## src/rtl/core/acrs_pkg.sv

```systemverilog
// ----------------------------------------------------------------------------
// acrs_pkg
// Types, constants and helpers shared by the angular clip range set.
// ----------------------------------------------------------------------------
package acrs_pkg;

  localparam int MAX_INTERVALS = 64;
  localparam int ANGLE_BITS    = 16;
  localparam int ANG_W         = 17;
  localparam int OUT_CNT_W     = 7;
  localparam int CNT_W         = $clog2(MAX_INTERVALS + 1);

  localparam logic [ANG_W-1:0] FULL_ANGLE = ANG_W'(1) << ANGLE_BITS;

  typedef enum logic [1:0] {
    MODE_ADD   = 2'd0,
    MODE_QUERY = 2'd1,
    MODE_CLEAR = 2'd2,
    MODE_NONE  = 2'd3
  } mode_e;

  typedef enum logic [1:0] {
    CELL_NOP,
    CELL_MERGE,
    CELL_EXTEND,
    CELL_INSERT
  } cell_op_e;

  typedef enum logic [1:0] {
    ST_IDLE,
    ST_OP,
    ST_RESP
  } state_e;

  typedef struct packed {
    logic [1:0]       mode;
    logic [ANG_W-1:0] from_angle;
    logic [ANG_W-1:0] to_angle;
  } acrs_in_t;

  typedef struct packed {
    logic                 visible;
    logic                 full_res;
    logic                 overflow;
    logic [OUT_CNT_W-1:0] interval_count;
  } acrs_out_t;

  typedef struct packed {
    cell_op_e         op;
    logic [ANG_W-1:0] lo;
    logic [ANG_W-1:0] hi;
  } cell_cmd_t;

  typedef struct packed {
    logic any_hit;
    logic dbl;
    logic cont;
    logic full;
  } chain_flags_t;

  function automatic logic [ANG_W-1:0] sat_angle(input logic [ANG_W-1:0] a);
    return (a > FULL_ANGLE) ? FULL_ANGLE : a;
  endfunction

endpackage

```

## src/rtl/core/acrs_ctrl.sv

```systemverilog
// ----------------------------------------------------------------------------
// acrs_ctrl
// Sequencer: takes transactions, issues cell commands per half interval,
// tracks count and overflow, and holds the result register.
// ----------------------------------------------------------------------------
module acrs_ctrl (
  input  logic                       clk_i,
  input  logic                       rst_ni,
  input  logic                       in_valid_i,
  output logic                       in_stall_o,
  input  acrs_pkg::acrs_in_t         in_data_i,
  output logic                       out_valid_o,
  input  logic                       out_stall_i,
  output acrs_pkg::acrs_out_t        out_data_o,
  output acrs_pkg::cell_cmd_t        cmd_o,
  output logic [acrs_pkg::CNT_W-1:0] count_o,
  input  acrs_pkg::chain_flags_t     flags_i
);
  import acrs_pkg::*;

  state_e           state_q, state_d;
  logic [1:0]       mode_q, mode_d;
  logic [ANG_W-1:0] from_q, from_d, to_q, to_d;
  logic             wrap_q, wrap_d, half_q, half_d, vis_q, vis_d;
  logic [CNT_W-1:0] count_q, count_d;
  logic             ovf_q, ovf_d;
  logic             out_valid_q, out_valid_d;
  acrs_out_t        out_data_q, out_data_d;
  logic             in_take, out_free, out_load, last;
  logic [ANG_W-1:0] sat_from, sat_to;
  cell_op_e         cmd_op;

  assign out_free   = !out_valid_q || !out_stall_i;
  assign in_stall_o = !((state_q == ST_IDLE) || ((state_q == ST_RESP) && out_free));
  assign in_take    = in_valid_i && !in_stall_o;
  assign sat_from   = sat_angle(in_data_i.from_angle);
  assign sat_to     = sat_angle(in_data_i.to_angle);
  assign last       = !wrap_q || half_q;

  always_comb begin
    cmd_o.op = cmd_op;
    if (wrap_q && !half_q) begin
      cmd_o.lo = '0;
      cmd_o.hi = to_q;
    end else if (wrap_q) begin
      cmd_o.lo = from_q;
      cmd_o.hi = FULL_ANGLE;
    end else begin
      cmd_o.lo = from_q;
      cmd_o.hi = to_q;
    end
  end

  always_comb begin
    state_d  = state_q;
    half_d   = half_q;
    vis_d    = vis_q;
    count_d  = count_q;
    ovf_d    = ovf_q;
    out_load = 1'b0;
    cmd_op   = CELL_NOP;
    case (state_q)
      ST_IDLE: begin
        if (in_valid_i) state_d = ST_OP;
      end
      ST_OP: begin
        case (mode_q)
          MODE_ADD: begin
            if (flags_i.dbl) begin
              cmd_op  = CELL_MERGE;
              count_d = count_q - CNT_W'(1);
            end else begin
              if (flags_i.any_hit) begin
                cmd_op = CELL_EXTEND;
              end else if (count_q < CNT_W'(MAX_INTERVALS)) begin
                cmd_op  = CELL_INSERT;
                count_d = count_q + CNT_W'(1);
              end else begin
                ovf_d = 1'b1;
              end
              if (last) state_d = ST_RESP;
              else      half_d  = 1'b1;
            end
          end
          MODE_QUERY: begin
            vis_d = half_q ? (vis_q || !flags_i.cont) : !flags_i.cont;
            if (last) state_d = ST_RESP;
            else      half_d  = 1'b1;
          end
          MODE_CLEAR: begin
            count_d = '0;
            state_d = ST_RESP;
          end
          default: state_d = ST_RESP;
        endcase
      end
      ST_RESP: begin
        if (out_free) begin
          out_load = 1'b1;
          state_d  = in_valid_i ? ST_OP : ST_IDLE;
        end
      end
      default: state_d = ST_IDLE;
    endcase
    if (in_take) begin
      half_d = 1'b0;
      vis_d  = 1'b1;
    end
  end

  always_comb begin
    mode_d = mode_q;
    from_d = from_q;
    to_d   = to_q;
    wrap_d = wrap_q;
    if (in_take) begin
      mode_d = in_data_i.mode;
      from_d = sat_from;
      to_d   = sat_to;
      wrap_d = sat_from > sat_to;
    end
  end

  always_comb begin
    out_valid_d = out_valid_q && out_stall_i;
    out_data_d  = out_data_q;
    if (out_load) begin
      out_valid_d               = 1'b1;
      out_data_d.visible        = vis_q;
      out_data_d.full_res       = flags_i.full;
      out_data_d.overflow       = ovf_q;
      out_data_d.interval_count = OUT_CNT_W'(count_q);
    end
  end

  always_ff @(posedge clk_i or negedge rst_ni) begin
    if (!rst_ni) begin
      state_q     <= ST_IDLE;
      half_q      <= 1'b0;
      vis_q       <= 1'b1;
      count_q     <= '0;
      ovf_q       <= 1'b0;
      out_valid_q <= 1'b0;
    end else begin
      state_q     <= state_d;
      half_q      <= half_d;
      vis_q       <= vis_d;
      count_q     <= count_d;
      ovf_q       <= ovf_d;
      out_valid_q <= out_valid_d;
    end
  end

  always_ff @(posedge clk_i) begin
    mode_q     <= mode_d;
    from_q     <= from_d;
    to_q       <= to_d;
    wrap_q     <= wrap_d;
    out_data_q <= out_data_d;
  end

  assign out_valid_o = out_valid_q;
  assign out_data_o  = out_data_q;
  assign count_o     = count_q;

  a_count_bound: assert property (@(posedge clk_i) disable iff (!rst_ni)
    count_q <= CNT_W'(MAX_INTERVALS))
    else $error("stored count above capacity");

  a_insert_room: assert property (@(posedge clk_i) disable iff (!rst_ni)
    (cmd_o.op == CELL_INSERT) |-> (count_q < CNT_W'(MAX_INTERVALS)))
    else $error("insert issued on a full chain");

  a_merge_dec: assert property (@(posedge clk_i) disable iff (!rst_ni)
    (cmd_o.op == CELL_MERGE) |=> (count_q == $past(count_q) - CNT_W'(1)))
    else $error("merge did not drop one entry");

  a_ovf_sticky: assert property (@(posedge clk_i) disable iff (!rst_ni)
    ovf_q |=> ovf_q)
    else $error("overflow flag cleared");

endmodule

```

## config.mk

```make
export PLATFORM = sky130hd
export DESIGN_NAME = acrs_ctrl
export DESIGN_NICKNAME = d
export VERILOG_FILES = /design/src/rtl/core/acrs_pkg.sv /design/src/rtl/core/acrs_ctrl.sv
export SDC_FILE = /design/constraint.sdc
export NUM_CORES = 1
export LEC_CHECK = 0
export BUFFER_PORTS_ARGS = -buffer_cell sky130_fd_sc_hd__buf_2
export CORE_MARGIN = 5
export CORE_UTILIZATION = 30
export DETAILED_ROUTE_END_ITERATION = 16
export PLACE_DENSITY_LB_ADDON = 0.08
export REMOVE_ABC_BUFFERS = 1
export SLEW_MARGIN = 20
export SYNTH_ARGS = -nofsm -noshare
export SYNTH_HDL_FRONTEND = slang
export SYNTH_SLANG_ARGS = --single-unit
```

## constraint.sdc

```tcl
create_clock -name clk_i -period 2 [get_ports clk_i]
set_input_delay 0.5 -clock clk_i [delete_from_list [all_inputs] [get_ports clk_i]]
set_output_delay 0.5 -clock clk_i [all_outputs]
set_load 0.005 [all_outputs]
```

; ---- After elaboration in Yosys (flattened, before gate mapping)
; Cells that the tools add are included.
[word_totals]
register_bits = 60
out_inout_bits = 55
[op_classes]
eq_ne = 10
mux = 32
bitwise = 3
reduce_logical = 25
n_lt_le_gt_ge = 4
add_sub_neg = 2
[ops]
columns = op, n
row1 = $mux 17, 3
row2 = $gt 17x17->1 const B, 2
row3 = $mux 34, 1
row4 = $mux 7, 3
row5 = $mux 2, 9
row6 = $gt 17x17->1, 1
row7 = $pmux 7 s2, 1
row8 = $mux 1, 12
row9 = $ne 3x3->1 const B, 4
row10 = $add 7x1->7 const B, 1
row11 = $lt 7x7->1 const B, 1
row12 = $sub 7x1->7 const B, 1
row13 = $logic_not 1->1, 6
row14 = $pmux 2 s3, 1
row15 = $reduce_and 3->1, 2
row16 = $reduce_bool 2->1, 3
row17 = $reduce_and 5->1, 1
row18 = $eq 2x1->1 const B, 2
row19 = $eq 2x2->1 const B, 2
row20 = $logic_and 1x1->1, 4
row21 = $logic_not 2->1, 2
row22 = $logic_or 1x1->1, 4
row23 = $ne 2x2->1 const B, 2
row24 = $pmux 2 s2, 1
row25 = other kinds (5), 7

; ---- Longest topological paths before layout
[logic_depth]
word_depth = 7
mapped_depth = 10
mapped_depth_nobuf = 9

; ---- Worst setup path before layout
; Ideal clock, no wire load.
[synth_timing]
path_type = input to register
startpoint = input port in_data_i[22] (netlist name)
endpoint = register wrap_q, data pin
setup_slack_ns = -0.512
cell_stages = 9
t_arrival_ns = 2.251
required_ns = 1.739
setup_ns = 0.261
n_path_buf = 0
path_cell_list = nor4_1 a41oi_1 nor2b_1 ha_1 nand4_1 nor3_1 nor3_1 a21boi_0 o32a_1
[synth_between]
elab_chain_len = 3
[synth_rtl]
columns = item, line_no
row1 = from (decl), acrs_ctrl.sv:11  ; input acrs_pkg::acrs_in_t in_data_i,
row2 = $gt 17x17->1, acrs_pkg.sv:62  ; return (a > FULL_ANGLE) ? FULL_ANGLE : a;
row3 = $mux 17, acrs_pkg.sv:62
row4 = named net sat_from[7], acrs_ctrl.sv:30  ; logic [ANG_W-1:0] sat_from, sat_to;
row5 = $gt 17x17->1, acrs_ctrl.sv:120  ; wrap_d = sat_from > sat_to;
row6 = to (signal assigned), acrs_ctrl.sv:158  ; wrap_q <= wrap_d;
row7 = to (decl), acrs_ctrl.sv:24  ; logic wrap_q, wrap_d, half_q, half_d, vis_q, vis_d;
; The timed path passes the listed nets, and every way through them passes these cells.
; A chain may end at the register's enable or synchronous reset.

; ---- Worst setup path after layout
[layout_timing]
startpoint = input port in_data_i[30] (netlist name)
endpoint = register wrap_q, data pin
; Same word-level chain as after synthesis.

==> impl_summary.md <==
Global route
The number of global-route vias before repair was 2906. The largest net degree at the start of global routing is 39. The number of antenna violations at the first check in global routing is 0.

Across every metal layer, demand over resource in global routing totals 0.143. The global-route wire length before repair is 14400 um. The global-route congestion overflow total is 0.

Timing
The max-slew violation total from the final report was 0. Setup repair after global routing could not meet its margin everywhere. The worst slew margin relative to its limit is 0.738. The measured slew at the worst slew-check pin is 392 ps. Adding up every negative setup slack in the final design gives -657 ps. The setup slack after layout is -415 ps.

Clock skew on the completed layout was measured at 13.2 ps. The timing-limited maximum frequency is 414 MHz. The final count of hold timing violations is 0.

The final count of negative-setup-slack endpoints is 2. The final critical delay including setup and external delays is 2420 ps. In the finished design, the share of the clock period the worst path needs comes to 1.21.

Detailed routing
The sum of routed wire segments on met1 is 3690 um. After detailed routing, no signal wire sits above met4. The post-detailed-routing wire length is 8690 um. The antenna violation net count after detailed routing is 0. The final route contains 2719 vias.

The total DRC errors in the routed layout is 0. In the routed layout, each cell is associated on average with a via count of 4.47. The number of optimization iterations in the first detailed-route pass is 4. In the detailed route, the total length drawn on met3 is 571 um. In the detailed route, the total length drawn on met2 is 4290 um. The detailed router's first-iteration violation count is 65. The average detailed-routed wire length per instance is 14.3 um.

Yosys
The netlist area before placement is 0.00312 mm^2. Among all flip-flop cells after synthesis, the most frequent one is edfxtp_1. The count of distinct cell types in the synthesized netlist is 41.

Yosys mapped a number of flops with a built-in enable equal to 47. In this run, synthesis produced a sequential element count of 60. Of the synthesized area, sequential elements account for 0.556. The average footprint of a synthesized cell is 11.3 um^2.

The number of warnings issued by yosys is 0. In the synthesized netlist, the number of instances is 277. The proportion of register bits with asynchronous set or reset after synthesis is 0.217.

Finish
The diode insertion count for antenna repair is 0. The area growth from synthesis to layout is 56.9%. The finished layout cell area is 0.00490 mm^2. In the final design database the tool counted 535 nets.

The fraction of final layout cells with drive strength greater than 1 is 0.513. At the end of the flow the core is filled with cells to 0.479.

Placed design
After detailed placement, the total cell area comes to 0.00434 mm^2. The placed wire-length estimate after detailed placement is 6550 um. Routability-driven placement finished with a final weighted congestion of 0.810. At the placement stage, the worst setup path has a slack of -1060 ps. The count of buffers added on input and output ports is 98.

Die
The effective utilization at floorplan is 0.305. The core footprint is 0.0102 mm^2. The x dimension of the die is 112 um. The die height is 112 um. The overall die area is 0.0126 mm^2.

In this run the count of I/O pins placed on the die edge is 99. The floorplan has 37 rows.

Clock tree
Hold repair after CTS inserted 0 buffers. The maximum number of buffers from clock root to sink is 2. The tree built by TritonCTS fans out to 60 sinks. The clock tree from TritonCTS is done. CTS placed an instance of clkbuf_8 at the clock tree root. The clock latency on the worst-skew pair is 340 ps. The register clock-pin slew on the reported worst setup and hold paths is 70 ps. The number of CTS-inserted buffers is 9. In this run the number of H-tree levels came out at 3.

Worst setup path
The critical path starts at in_data_i[30]. The setup check on the worst reg-to-reg path leaves a slack of 70 ps. The termination of the worst setup path is wrap_q$_DFFE_PP_. The critical setup path kind is in2reg. The worst register-to-register path ends at count_o[6]$_DFFE_PN0P_.

Along the worst path, the maximum fanout reaches 8. The data arrival time of the critical path is 2490 ps. The worst register-to-register path begins at count_o[1]$_DFFE_PN0P_. The number of cells on the worst reg-to-reg path is 6. The required time at the worst-slack endpoint is 2070 ps. The startpoint kind of the worst setup timing path is an input port. The element type at the critical path end is a register.

Status
The run finished, with violations left. The final reports fail on negative setup slack.

Worst hold path
The worst hold path belongs to the class in2async.

Power and ir drop
Summed over all cells, the static leakage comes to 2.34 nW. Power spread over the standard cell area amounts to 881 mW/mm^2. The worst-case IR drop observed on VDD is 0.000353 V.

Flow run
The number of max-cap violations is 0.
==> flip-flops by register name, indices dropped and copies added (netlist names) <==
name         flops
from_q          17
to_q            17
out_data_o      10
count_o          7
mode_q           2
state_q          2
half_q           1
out_valid_o      1
ovf_q            1
vis_q            1
wrap_q           1
==> worst max-delay path, stage by stage <==
cell,delay [ps]
buf_2,130
nor4_4,320
a41oi_2,190
buf_4,220
nor2b_2,200
ha_4,240
a21o_1,170
a21oi_1,160
o21ai_2,70
o32a_1,280
==> where the power goes <==
group	switching (mW)	total, mW	internal, mW
Sequential	0.132	1.79	1.66
Combinational	0.705	1.52	0.811
Clock	0.495	1.01	0.514
==> per-layer routing <==
metal	track usage	vias up
met2	0.247	81
met3	0.0437	10
met5	0	-
met4	0.0385	0
li1	-	1360
met1	0.174	1268
==> cells in the mapped netlist, types with 5 or more instances <==
cell type | instances | area [um^2]
edfxtp_1 | 47 | 1410
and2_1 | 34 | 213
nand2_1 | 30 | 113
ha_1 | 23 | 288
inv_1 | 23 | 86.3
nor2b_1 | 18 | 113
dfrtp_1 | 12 | 300
a21oi_1 | 11 | 55.1
nor2_1 | 10 | 37.5
nor4_1 | 8 | 50.1
nand2b_1 | 7 | 43.8
nor3_1 | 5 | 25.0
==> logic make-up (layout without fill, tap and decap cells) <==
logic type,count (synthesis),after routing,share of synthesized area
mux,3,3,0.0116
flops,60,60,0.556
buf+inv,30,225,0.0369
xor+xnor,3,3,0.00841
fa+ha+maj,24,24,0.0986
compound gates,38,38,0.0841
simple gates,119,119,0.204
==> cell type report <==
class                      count  area [um^2]
clock buffer                  12          155
clock inverter                 4         23.8
fill                         967         5330
inverter                      24         90.1
multi-input combinational    187         1510
sequential                    60         1740
tap                          136          170
timing repair buffer         185         1210
==> worst min-delay path by stage <==
stage / start / to / slack [ps]
after global placement: rst_ni / out_valid_o$_DFF_PN0_ / 410
after global routing: rst_ni / out_valid_o$_DFF_PN0_ / 50
final: rst_ni / out_valid_o$_DFF_PN0_ / 40
after floorplan: rst_ni / count_o[0]$_DFFE_PN0P_ / 200
after CTS: rst_ni / out_valid_o$_DFF_PN0_ / 40
after detailed placement: rst_ni / out_valid_o$_DFF_PN0_ / 410
==> placed cells by master, fill, tap and decap left out, types with 5 or more instances in the layout <==
cell / instances
buf_6: 11
buf_2: 96
nor2_1: 9
and2_1: 34
dfrtp_1: 12
ha_1: 18
inv_1: 22
nand2_1: 21
clkbuf_8: 11
ha_4: 5
edfxtp_1: 47
nor2b_1: 14
buf_4: 76
nand2_2: 6
nand2b_1: 6
a21oi_1: 9
==> through the flow <==
step | cells | hold WS (ps) | power [mW]
after floorplan | 271 | 204 | 2.56
after global placement | 581 | 410 | 3.21
after detailed placement | 581 | 414 | 3.23
after CTS | 606 | 39.1 | 4.34
after global routing | 608 | 46.3 | 4.62
final | 608 | 39.9 | 4.32
==> timing repair <==
| item | CTS | global route |
|---|---|---|
| resized for setup | 54 | 8 |
| pin swaps | 14 | 3 |
| setup endpoints to repair | 2 | 6 |
| setup buffers | 10 | 2 |
Note: power is estimated with default switching activity, not from simulation.
