**config.mk**
```make
export PLATFORM = sky130hd
export DESIGN_NAME = acrs_cell
export DESIGN_NICKNAME = d
export VERILOG_FILES = /design/src/rtl/core/acrs_pkg.sv /design/src/rtl/core/acrs_cell.sv
export SDC_FILE = /design/constraint.sdc
export NUM_CORES = 1
export LEC_CHECK = 0
export ABC_AREA = 1
export BUFFER_PORTS_ARGS = -buffer_cell sky130_fd_sc_hd__buf_2
export CORE_UTILIZATION = 47
export CTS_BUF_LIST = sky130_fd_sc_hd__clkbuf_8 sky130_fd_sc_hd__clkbuf_16
export CTS_CLUSTER_SIZE = 28
export DETAILED_ROUTE_END_ITERATION = 6
export MAX_ROUTING_LAYER = met4
export PLACE_DENSITY = 0.78
export SLEW_MARGIN = 20
export SYNTH_ARGS = -nofsm -noshare
export SYNTH_HDL_FRONTEND = slang
export SYNTH_SLANG_ARGS = --single-unit
```
**constraint.sdc**
```tcl
create_clock -name clk_i -period 2.6 [get_ports clk_i]
set_input_delay 0.13 -clock clk_i [delete_from_list [all_inputs] [get_ports clk_i]]
set_output_delay 0.13 -clock clk_i [all_outputs]
set_load 0.005 [all_outputs]
```
**src/rtl/core/acrs_pkg.sv**
```systemverilog
// ----------------------------------------------------------------------------
// acrs_pkg
// Types, constants and helpers shared by the angular clip range set.
// ----------------------------------------------------------------------------
package acrs_pkg;

  localparam int MAX_INTERVALS = 64;
  localparam int ANGLE_BITS    = 16;
  localparam int ANG_W         = 17;
  localparam int OUT_CNT_W     = 7;
  localparam int CNT_W         = $clog2(MAX_INTERVALS + 1);

  localparam logic [ANG_W-1:0] FULL_ANGLE = ANG_W'(1) << ANGLE_BITS;

  typedef enum logic [1:0] {
    MODE_ADD   = 2'd0,
    MODE_QUERY = 2'd1,
    MODE_CLEAR = 2'd2,
    MODE_NONE  = 2'd3
  } mode_e;

  typedef enum logic [1:0] {
    CELL_NOP,
    CELL_MERGE,
    CELL_EXTEND,
    CELL_INSERT
  } cell_op_e;

  typedef enum logic [1:0] {
    ST_IDLE,
    ST_OP,
    ST_RESP
  } state_e;

  typedef struct packed {
    logic [1:0]       mode;
    logic [ANG_W-1:0] from_angle;
    logic [ANG_W-1:0] to_angle;
  } acrs_in_t;

  typedef struct packed {
    logic                 visible;
    logic                 full_res;
    logic                 overflow;
    logic [OUT_CNT_W-1:0] interval_count;
  } acrs_out_t;

  typedef struct packed {
    cell_op_e         op;
    logic [ANG_W-1:0] lo;
    logic [ANG_W-1:0] hi;
  } cell_cmd_t;

  typedef struct packed {
    logic any_hit;
    logic dbl;
    logic cont;
    logic full;
  } chain_flags_t;

  function automatic logic [ANG_W-1:0] sat_angle(input logic [ANG_W-1:0] a);
    return (a > FULL_ANGLE) ? FULL_ANGLE : a;
  endfunction

endpackage

```
**src/rtl/core/acrs_cell.sv**
```systemverilog
// ----------------------------------------------------------------------------
// acrs_cell
// One slot of the sorted interval chain: compares against the broadcast
// interval and shifts, merges or takes a new interval.
// ----------------------------------------------------------------------------
module acrs_cell (
  input  logic                     clk_i,
  input  acrs_pkg::cell_cmd_t      cmd_i,
  input  logic                     valid_i,
  input  logic [acrs_pkg::ANG_W-1:0] prev_start_i,
  input  logic [acrs_pkg::ANG_W-1:0] prev_end_i,
  input  logic                     prev_g_i,
  input  logic [acrs_pkg::ANG_W-1:0] next_start_i,
  input  logic [acrs_pkg::ANG_W-1:0] next_end_i,
  input  logic                     next_hit_i,
  output logic [acrs_pkg::ANG_W-1:0] start_o,
  output logic [acrs_pkg::ANG_W-1:0] end_o,
  output logic                     g_o,
  output logic                     hit_o,
  output logic                     dbl_o,
  output logic                     cont_o
);
  import acrs_pkg::*;

  logic [ANG_W-1:0] start_q, start_d;
  logic [ANG_W-1:0] end_q, end_d;
  logic             end_ge_lo, start_le_hi, lead;

  assign end_ge_lo   = end_q >= cmd_i.lo;
  assign start_le_hi = start_q <= cmd_i.hi;

  // empty slots count as lying past the interval, so g stays monotone
  assign g_o    = !valid_i || end_ge_lo;
  assign hit_o  = valid_i && end_ge_lo && start_le_hi;
  assign lead   = g_o && !prev_g_i;
  assign dbl_o  = lead && hit_o && next_hit_i;
  assign cont_o = valid_i && (start_q <= cmd_i.lo) && (end_q >= cmd_i.hi);

  assign start_o = start_q;
  assign end_o   = end_q;

  always_comb begin
    start_d = start_q;
    end_d   = end_q;
    case (cmd_i.op)
      CELL_MERGE: begin
        if (lead) begin
          start_d = (cmd_i.lo < start_q) ? cmd_i.lo : start_q;
          end_d   = next_end_i;
        end else if (prev_g_i) begin
          start_d = next_start_i;
          end_d   = next_end_i;
        end
      end
      CELL_EXTEND: begin
        if (lead) begin
          start_d = (cmd_i.lo < start_q) ? cmd_i.lo : start_q;
          end_d   = (cmd_i.hi > end_q) ? cmd_i.hi : end_q;
        end
      end
      CELL_INSERT: begin
        if (lead) begin
          start_d = cmd_i.lo;
          end_d   = cmd_i.hi;
        end else if (prev_g_i) begin
          start_d = prev_start_i;
          end_d   = prev_end_i;
        end
      end
      default: begin
      end
    endcase
  end

  always_ff @(posedge clk_i) begin
    start_q <= start_d;
    end_q   <= end_d;
  end

endmodule

```
# [Yosys cells after proc, flatten, opt, wreduce, memory -nomap -nowiden]
# Index checks and enable logic that the tools add are counted.
# W data, S select, Z words.
[op_classes] eq_ne=7 reduce_logical=13 muxes=14 n_lt_le_gt_ge=6
[ops] cell="$mux W17" n=12
[ops] cell="$pmux W17 S3" n=2
[ops] cell="$ge A17 B17 Y1" n=2
[ops] cell="$le A17 B17 Y1" n=2
[ops] cell="$gt A17 B17 Y1" n=1
[ops] cell="$lt A17 B17 Y1" n=1
[ops] cell="$logic_and A1 B1 Y1" n=7
[ops] cell="$ne A3 B3 Y1 const B" n=2
[ops] cell="$reduce_and A5 Y1" n=1
[ops] cell="$eq A2 B2 Y1 const B" n=2
[ops] cell="$ne A2 B2 Y1 const B" n=2
[ops] cell="$reduce_and A4 Y1" n=1
[ops] cell="$reduce_bool A3 Y1" n=1
[ops] cell="$eq A2 B1 Y1 const B" n=1
[ops] cell="$logic_not A1 Y1" n=2
[ops] cell="$logic_or A1 B1 Y1" n=1
[word_totals] wordCells=42 ff_bits=34 out_inout_bits=38 input_bits=108

# [Longest topological paths before layout]
# Gate-level depths: netlist of the first run.
[depth] word_depth=5 depth_mapped=15 mapped_depth_nobuf=14

# [Worst setup path after synthesis of the first run]
# Ideal clock, no wire load.
[synth_timing] path_type="register -> register" from="reg end_q[16], in the netlist end_o[16]" to="reg end_q[0], in the netlist end_o[0], enable pin" stages_incl_launch_ff=8 arrival_time_ns=2.210 setup_slack_ns=-0.006 setup_time_ns=0.397 required_time_ns=2.203 synth_period_minus_slack_ns=2.606 path_buffers=0 cell_sequence="edfxtp_1 > ha_1 > nand2_1 > nor4_2 > nand2_2 > nand4_1 > nand2_1 > a21oi_1"
[synth_via] elab_chain_len=5 elab_cells_between_ends=9 cone_classes="2 x order compare; 4 x eq/ne; 3 x reduce/logical"
[synth_lines] item="start: declaration" line="acrs_cell.sv:26" rtl="logic [ANG_W-1:0] end_q, end_d;"
[synth_lines] item="start signal: assignment" line="acrs_cell.sv:77" rtl="end_q <= end_d;"
[synth_lines] item="$ge A17 B17 Y1" line="acrs_cell.sv:29" rtl="assign end_ge_lo = end_q >= cmd_i.lo;"
[synth_lines] item="$logic_or A1 B1 Y1" line="acrs_cell.sv:33" rtl="assign g_o = !valid_i || end_ge_lo;"
[synth_lines] item="$logic_and A1 B1 Y1" line="acrs_cell.sv:35" rtl="assign lead = g_o && !prev_g_i;"
[synth_lines] item="$ne A3 B3 Y1 (no source line) / $ne A2 B2 Y1 (equally long branches)"
[synth_lines] item="$reduce_and A5 Y1 (no source line) *"
# Every way passes the cells marked *; elsewhere a longest branch is shown, timed or not.
# A chain may end at the register's enable or synchronous reset.

# [Worst setup path after layout of the first run]
[layout_timing] from="reg end_q[16], in the netlist end_o[16]" to="out dbl_o"
[layout_via] elab_chain_len=5 elab_cells_between_ends=7 cone_classes="1 x order compare; 6 x reduce/logical"
[layout_lines] item="$ge A17 B17 Y1 *" line="acrs_cell.sv:29"
[layout_lines] item="$logic_or A1 B1 Y1 / $logic_and A1 B1 Y1 (equally long branches)" line="acrs_cell.sv:33, acrs_cell.sv:34"
[layout_lines] item="$logic_and A1 B1 Y1 (on tied branches)" line="acrs_cell.sv:35, acrs_cell.sv:34"
[layout_lines] item="$logic_and A1 B1 Y1 * (2 in series)" line="acrs_cell.sv:36" rtl="assign dbl_o = lead && hit_o && next_hit_i;"
[layout_lines] item="end: declaration" line="acrs_cell.sv:20" rtl="output logic dbl_o,"
# Marks and branches as above.

==> metrics, run 1 <==
fin crit share 93.02%; Yosys cell types 30; Final min period 2.418 ns; sequential fraction of the synthesis area 23.63%; gr usage total 30.07%; GRT overflow 0; share of layout cells above drive strength 1 23.27%; final setup fails 0; drt pass-1 iters 7; WP data required 2.47 ns; largest buffer count on any clock path 2; top-area cell type share of the netlist area 23.63%; Crit path largest cell delay 0.46 ns; final wirelength 13.70 mm; Hold Path End end_o[0]$_DFFE_PP_; CTS tree yes; async set-reset flop share out of synthesis 0%; r2r worst-path depth 9; r2r setup slk 0.23 ns; dpl cell area 5169 µm²; Die ar. 9580 µm²; maximum VDD drop 0.2923 mV; Root Buffer clkbuf_8; routed length per instance 15.17 µm; IO Pins 146; Met3 Routed Length 1.370 mm; crit path launch type flop; max_cap viols 0; uppermost layer routed met4; Reg-to-Reg Start end_o[16]$_DFFE_PP_; Core Area 8806 µm²; # rows 34; critical path class reg2out; Area growth syn-to-layout 22.94%; Syn Nets 817; Tightest Pin Transition 0.4766 ns; vias in the first global route 4743; Max-slew headroom 68.18%; H-tree depth 2; CP max stage cell edfxtp_1; pin count of the biggest net entering global routing 53; RR Endpoint start_o[10]$_DFFE_PP_; gpl congestion 0.9303; synth top area cells edfxtp_1 24%, ha_1 20%, nand3_1 17%; Final Hold Viols 0; Clk pin slew, worst setup/hold paths 0.08 ns; Avg Cell Area, Syn 6.740 µm²; hold_sp next_end_i[0]; clk sinks 34; hold crit path type in2reg; antenna viol nets, final 0; Cell Area, Synth 4320 µm²; crit path max fanout 15; horizontal die dimension 97.88 µm; Hold-fix buffers, CTS 0; vias per cell 5.425; M1 WL 5.771 mm; Yosys top cell by area edfxtp_1; fin area 5311 µm²; NumNets Final 970; unrepaired setup endpoints after global routing false; cells along the critical path ha_1 -> nand2_1 -> nor4_2 -> nand2_2 -> nand3_4 -> buf_6 -> nand3_1 -> nor2_1 -> buf_2; # diodes 0; Final Slew Violations 0; initial DRC count 347; first-pass GRT wire length 22.20 mm; setup TNS 0 ns; DRC viols 6; Inserted Clock Buffers 5; leakage 3.053 nW; Starting Density 49.06%; hpwl dp 10.82 mm; top cells by count, synth 144 x nand3_1, 141 x nand2_1, 123 x inv_1, 68 x ha_1, 34 x edfxtp_1; metal2 WL 6.240 mm; worst hold path depth 3; Post-synth EDFFs 34; failing checks design-rule violations; outcome complete, but fails checks; Yosys reg bits 34; Crit. End Element primary output; Worst-Skew Late Latency 0.29 ns; Fmax achieved 413.5 MHz; Worst Skew 0.003872 ns; initial antenna violation count 0; CP Data Arrival Time 2.29 ns; Mapped Cells 641; Power Density 448.3 nW/µm²; die height 97.88 µm; via count 4899; IO buf count 145; Ys Warns 0; dominant synthesized flop cell edfxtp_1; count leader, synth nand3_1
## worst max path at each step
stage | from | slack, ns | cells after the start | end
detailed placement | end_o[16]$_DFFE_PP_ | 0.29 | 9 | start_o[3]$_DFFE_PP_
finish | end_o[16]$_DFFE_PP_ | 0.18 | 9 | dbl_o
CTS | start_o[8]$_DFFE_PP_ | 0.05 | 12 | cont_o
global route | end_o[16]$_DFFE_PP_ | 0.05 | 9 | dbl_o
floorplan | end_o[16]$_DFFE_PP_ | 0.35 | 10 | end_o[0]$_DFFE_PP_
global placement | end_o[14]$_DFFE_PP_ | 0.38 | 11 | start_o[6]$_DFFE_PP_
## per-stage QoR
stage	total power, mW	setup slack [ns]	util [%]	std cells	hold WS, ns
after floorplan	1.519	0.3503	-	641	0.3327
after global placement	1.893	0.3830	58.70	888	0.4234
after detailed placement	1.945	0.2937	58.70	888	0.4229
after CTS	2.331	0.05174	59.61	896	0.1202
after global routing	2.573	0.04517	60.32	903	0.1303
final	2.381	0.1815	60.32	903	0.1218
## logic make-up after synthesis
logic type / after synthesis / synth area share (%)
and+or+nand+nor: 327 / 34.72
buffers and inverters: 149 / 14.28
adders and majority gates: 68 / 19.69
AOI/OAI and AO/OA: 63 / 7.674
DFF: 34 / 23.63
## layout make-up
class | count | area (µm²)
fill | 842 | 3495
timing repair buffer | 169 | 913.4
inverter | 126 | 473.0
clock inverter | 3 | 11.26
clock buffer | 5 | 68.82
tap | 108 | 135.1
sequential | 34 | 1021
multi-input combinational | 458 | 2689
## worst max-delay path, delay by kind of cell (launching register included)
| kind | cells | cell delay (ns) |
|---|---|---|
| and+or+nand+nor | 6 | 0.89 |
| adders and majority gates | 1 | 0.33 |
| buffers and inverters | 2 | 0.30 |
| DFF | 1 | 0.46 |
## cell usage in the layout (no fill, tap or decap), types with 2 or more instances in the layout
cell / n
a21o_1: 3
a21oi_1: 27
a21oi_2: 2
buf_2: 145
buf_4: 22
buf_6: 2
clkbuf_8: 5
clkinv_1: 4
edfxtp_1: 34
ha_1: 68
inv_1: 123
inv_2: 2
nand2_1: 141
nand2_8: 2
nand3_1: 144
nand4_1: 7
nor2_1: 23
nor3_1: 2
o21ai_0: 27
o21ai_1: 2
## registers in the layout, indices dropped and copies added, names as in the netlist
register,count
end_o,17
start_o,17
## routing by layer
layer / vias up / global-route usage [%]
met3: 27 / 4.152
met4: 0 / 10.02
met2: 266 / 48.48
met1: 2185 / 38.76
met5: - / -
li1: 2421 / -
## report_power, final
| part | switching, mW | internal, mW |
|---|---|---|
| Clock | 0.216 | 0.179 |
| Combinational | 0.697 | 0.489 |
| Sequential | 0.0797 | 0.719 |
## timing repair
item,CTS,global route
setup buffers,0,7
gates resized for setup,0,4
endpoints found under the setup margin,0,2
(Power assumes the default switching activity.)
==> run 2: changes to the inputs <==
GPL_TIMING_DRIVEN = 0   (was unset)
==> run 2 against run 1 <==
- the flow still finishes with violations (design-rule violations)
- first-iteration DRC count is 7.2% lower
- combinational power hardly changed
- cell area is 0.21% lower
- register-to-register slack got worse by 0.07 ns
- critical endpoint is now cont_o
- highest routed layer unchanged
==> metrics, run 2 (synthesis gave the netlist of run 1 again) <==
outcome complete, but fails checks; failing checks design-rule violations; Hold Path End end_o[14]$_DFFE_PP_; largest buffer count on any clock path 2; clk sinks 34; delay-heaviest family, CP simple AND/OR/NAND/NOR gates; Clk pin slew, worst setup/hold paths 0.08 ns; IO Pins 146; Worst Skew 0.007468 ns; max_cap viols 0; Gate power share 48.1%; vias per cell 5.534; Worst path depth 11; P_int 1.369 mW; FF/Latch Area 1021 µm²; WP data required 2.47 ns; Inserted Clock Buffers 5; via count 4992; Crit path largest cell delay 0.52 ns; maximum VDD drop 0.2231 mV; Util after Layout 60.19%; Reg power frac 35.1%; gpl congestion 0.9343; M1 GR Usage 39.21%; DRC viols 6; final setup fails 0; r2r setup slk 0.16 ns; CP Data Arrival Time 2.39 ns; IO buf count 145; Min Hold Slack 0.1279 ns; NumNets Final 969; P_sw 1.033 mW; Fmax achieved 396.5 MHz; dpl cell area 5185 µm²; Die ar. 9580 µm²; Most Crowded Layer GR met2; Core Area 8806 µm²; Final Hold Viols 0; fin area 5300 µm²; horizontal die dimension 97.88 µm; GRT overflow 0; CTS tree yes; hold_sp next_end_i[14]; Final min period 2.522 ns; WP buf/inv 3; Root Buffer clkbuf_8; Reg-to-Reg Start end_o[16]$_DFFE_PP_; critical path class reg2out; cells along the critical path inv_1 -> ha_1 -> nand2_1 -> nor2_1 -> nand2_1 -> inv_1 -> nand4_1 -> nand3_4 -> o21ai_1 -> a21oi_1 -> buf_2; Final Slew Violations 0; Worst-Skew Late Latency 0.30 ns; Fillers 849; gr usage total 31.58%; worst hold path depth 3; share of layout cells above drive strength 1 22.17%; switch share 43.00%; Starting Density 49.06%; # rows 34; grt met3 use 3.865%; setup TNS 0 ns; routed length per instance 16.37 µm; fin crit share 97.00%; # diodes 0; clock share of power 16.8%; H-tree depth 2; crit path launch start_o[12]$_DFFE_PP_; die height 97.88 µm; CP max stage cell edfxtp_1; Area growth syn-to-layout 22.68%; leakage 3.028 nW; Tightest Pin Transition 0.7231 ns; most frequent cells in the layout 149 x buf_2, 144 x nand3_1, 141 x nand2_1, 124 x inv_1, 68 x ha_1; crit path launch type flop; vias in the first global route 4817; r2r worst-path depth 7; drt pass-1 iters 7; Crit. End Element primary output; final wirelength 14.76 mm; Max-slew headroom 51.74%; GRT met2 Usage 53.68%; total chip power 2.401 mW; pin count of the biggest net entering global routing 18; hold crit path type in2reg; first-pass GRT wire length 23.14 mm; crit path max fanout 17; footprint of the multi-input gates 2704 µm²; hpwl dp 11.77 mm; initial antenna violation count 0; most common cell after layout, fill and taps aside buf_2; Power Density 453.1 nW/µm²; initial DRC count 322; RR Endpoint start_o[8]$_DFFE_PP_; antenna viol nets, final 0
[run 2: worst max path at each step]
stage / end / slack [ns]
6_report: cont_o / 0.08
5_1_grt: cont_o / -0.04
4_1_cts: cont_o / 0.03
3_5_place_dp: end_o[5]$_DFFE_PP_ / -0.20
3_3_place_gp: end_o[2]$_DFFE_PP_ / -0.16
2_1_floorplan: end_o[0]$_DFFE_PP_ / 0.35
[run 2: power by group through the flow]
stage	combinational [mW]	clock (mW)	sequential [mW]
detailed placement	1.12	0	0.849
finish	1.16	0.403	0.842
global placement	1.06	0	0.843
floorplan	0.718	0	0.801
CTS	1.12	0.397	0.836
global route	1.30	0.416	0.848
[run 2: per-stage QoR]
| stage | setup WS [ns] | instances |
|---|---|---|
| floorplan | 0.3503 | 641 |
| global placement | -0.1556 | 894 |
| detailed placement | -0.1956 | 894 |
| CTS | 0.02509 | 901 |
| global route | -0.03670 | 902 |
| finish | 0.07802 | 902 |
[run 2: worst reg2reg max path, cell delays in order, from the launching register on]
cell and delay [ns]:
edfxtp_1 0.42, ha_1 0.32, nand2_1 0.09, nor4_2 0.34, nand2_2 0.13, nand4_1 0.09, nand2_1 0.12, inv_1 0.57
[run 2: layout make-up]
cell class / instances / area share [%]
Multi-Input combinational cell: 458 / 51.02
Sequential cell: 34 / 19.26
Timing Repair Buffer: 146 / 14.07
Inverter: 126 / 8.924
Buffer: 22 / 2.644
Tap cell: 108 / 2.550
Clock buffer: 5 / 1.298
Clock inverter: 3 / 0.2361
[run 2: routing by layer]
| metal | wire, µm | part of all wire, % | vias up |
|---|---|---|---|
| met3 | 1442 | 9.8 | 32 |
| li1 | - | - | 2421 |
| met4 | 306 | 2.1 | 0 |
| met5 | 0 | 0 | - |
| met2 | 6975 | 47 | 303 |
| met1 | 6037 | 41 | 2236 |
[run 2: repair_timing]
item / CTS / global route
buffers inserted: 0 / 1
endpoints found under the setup margin: 18 / 30
pin swaps: 0 / 2
hold buffers: 0 / 0
gates resized for setup: 2 / 2
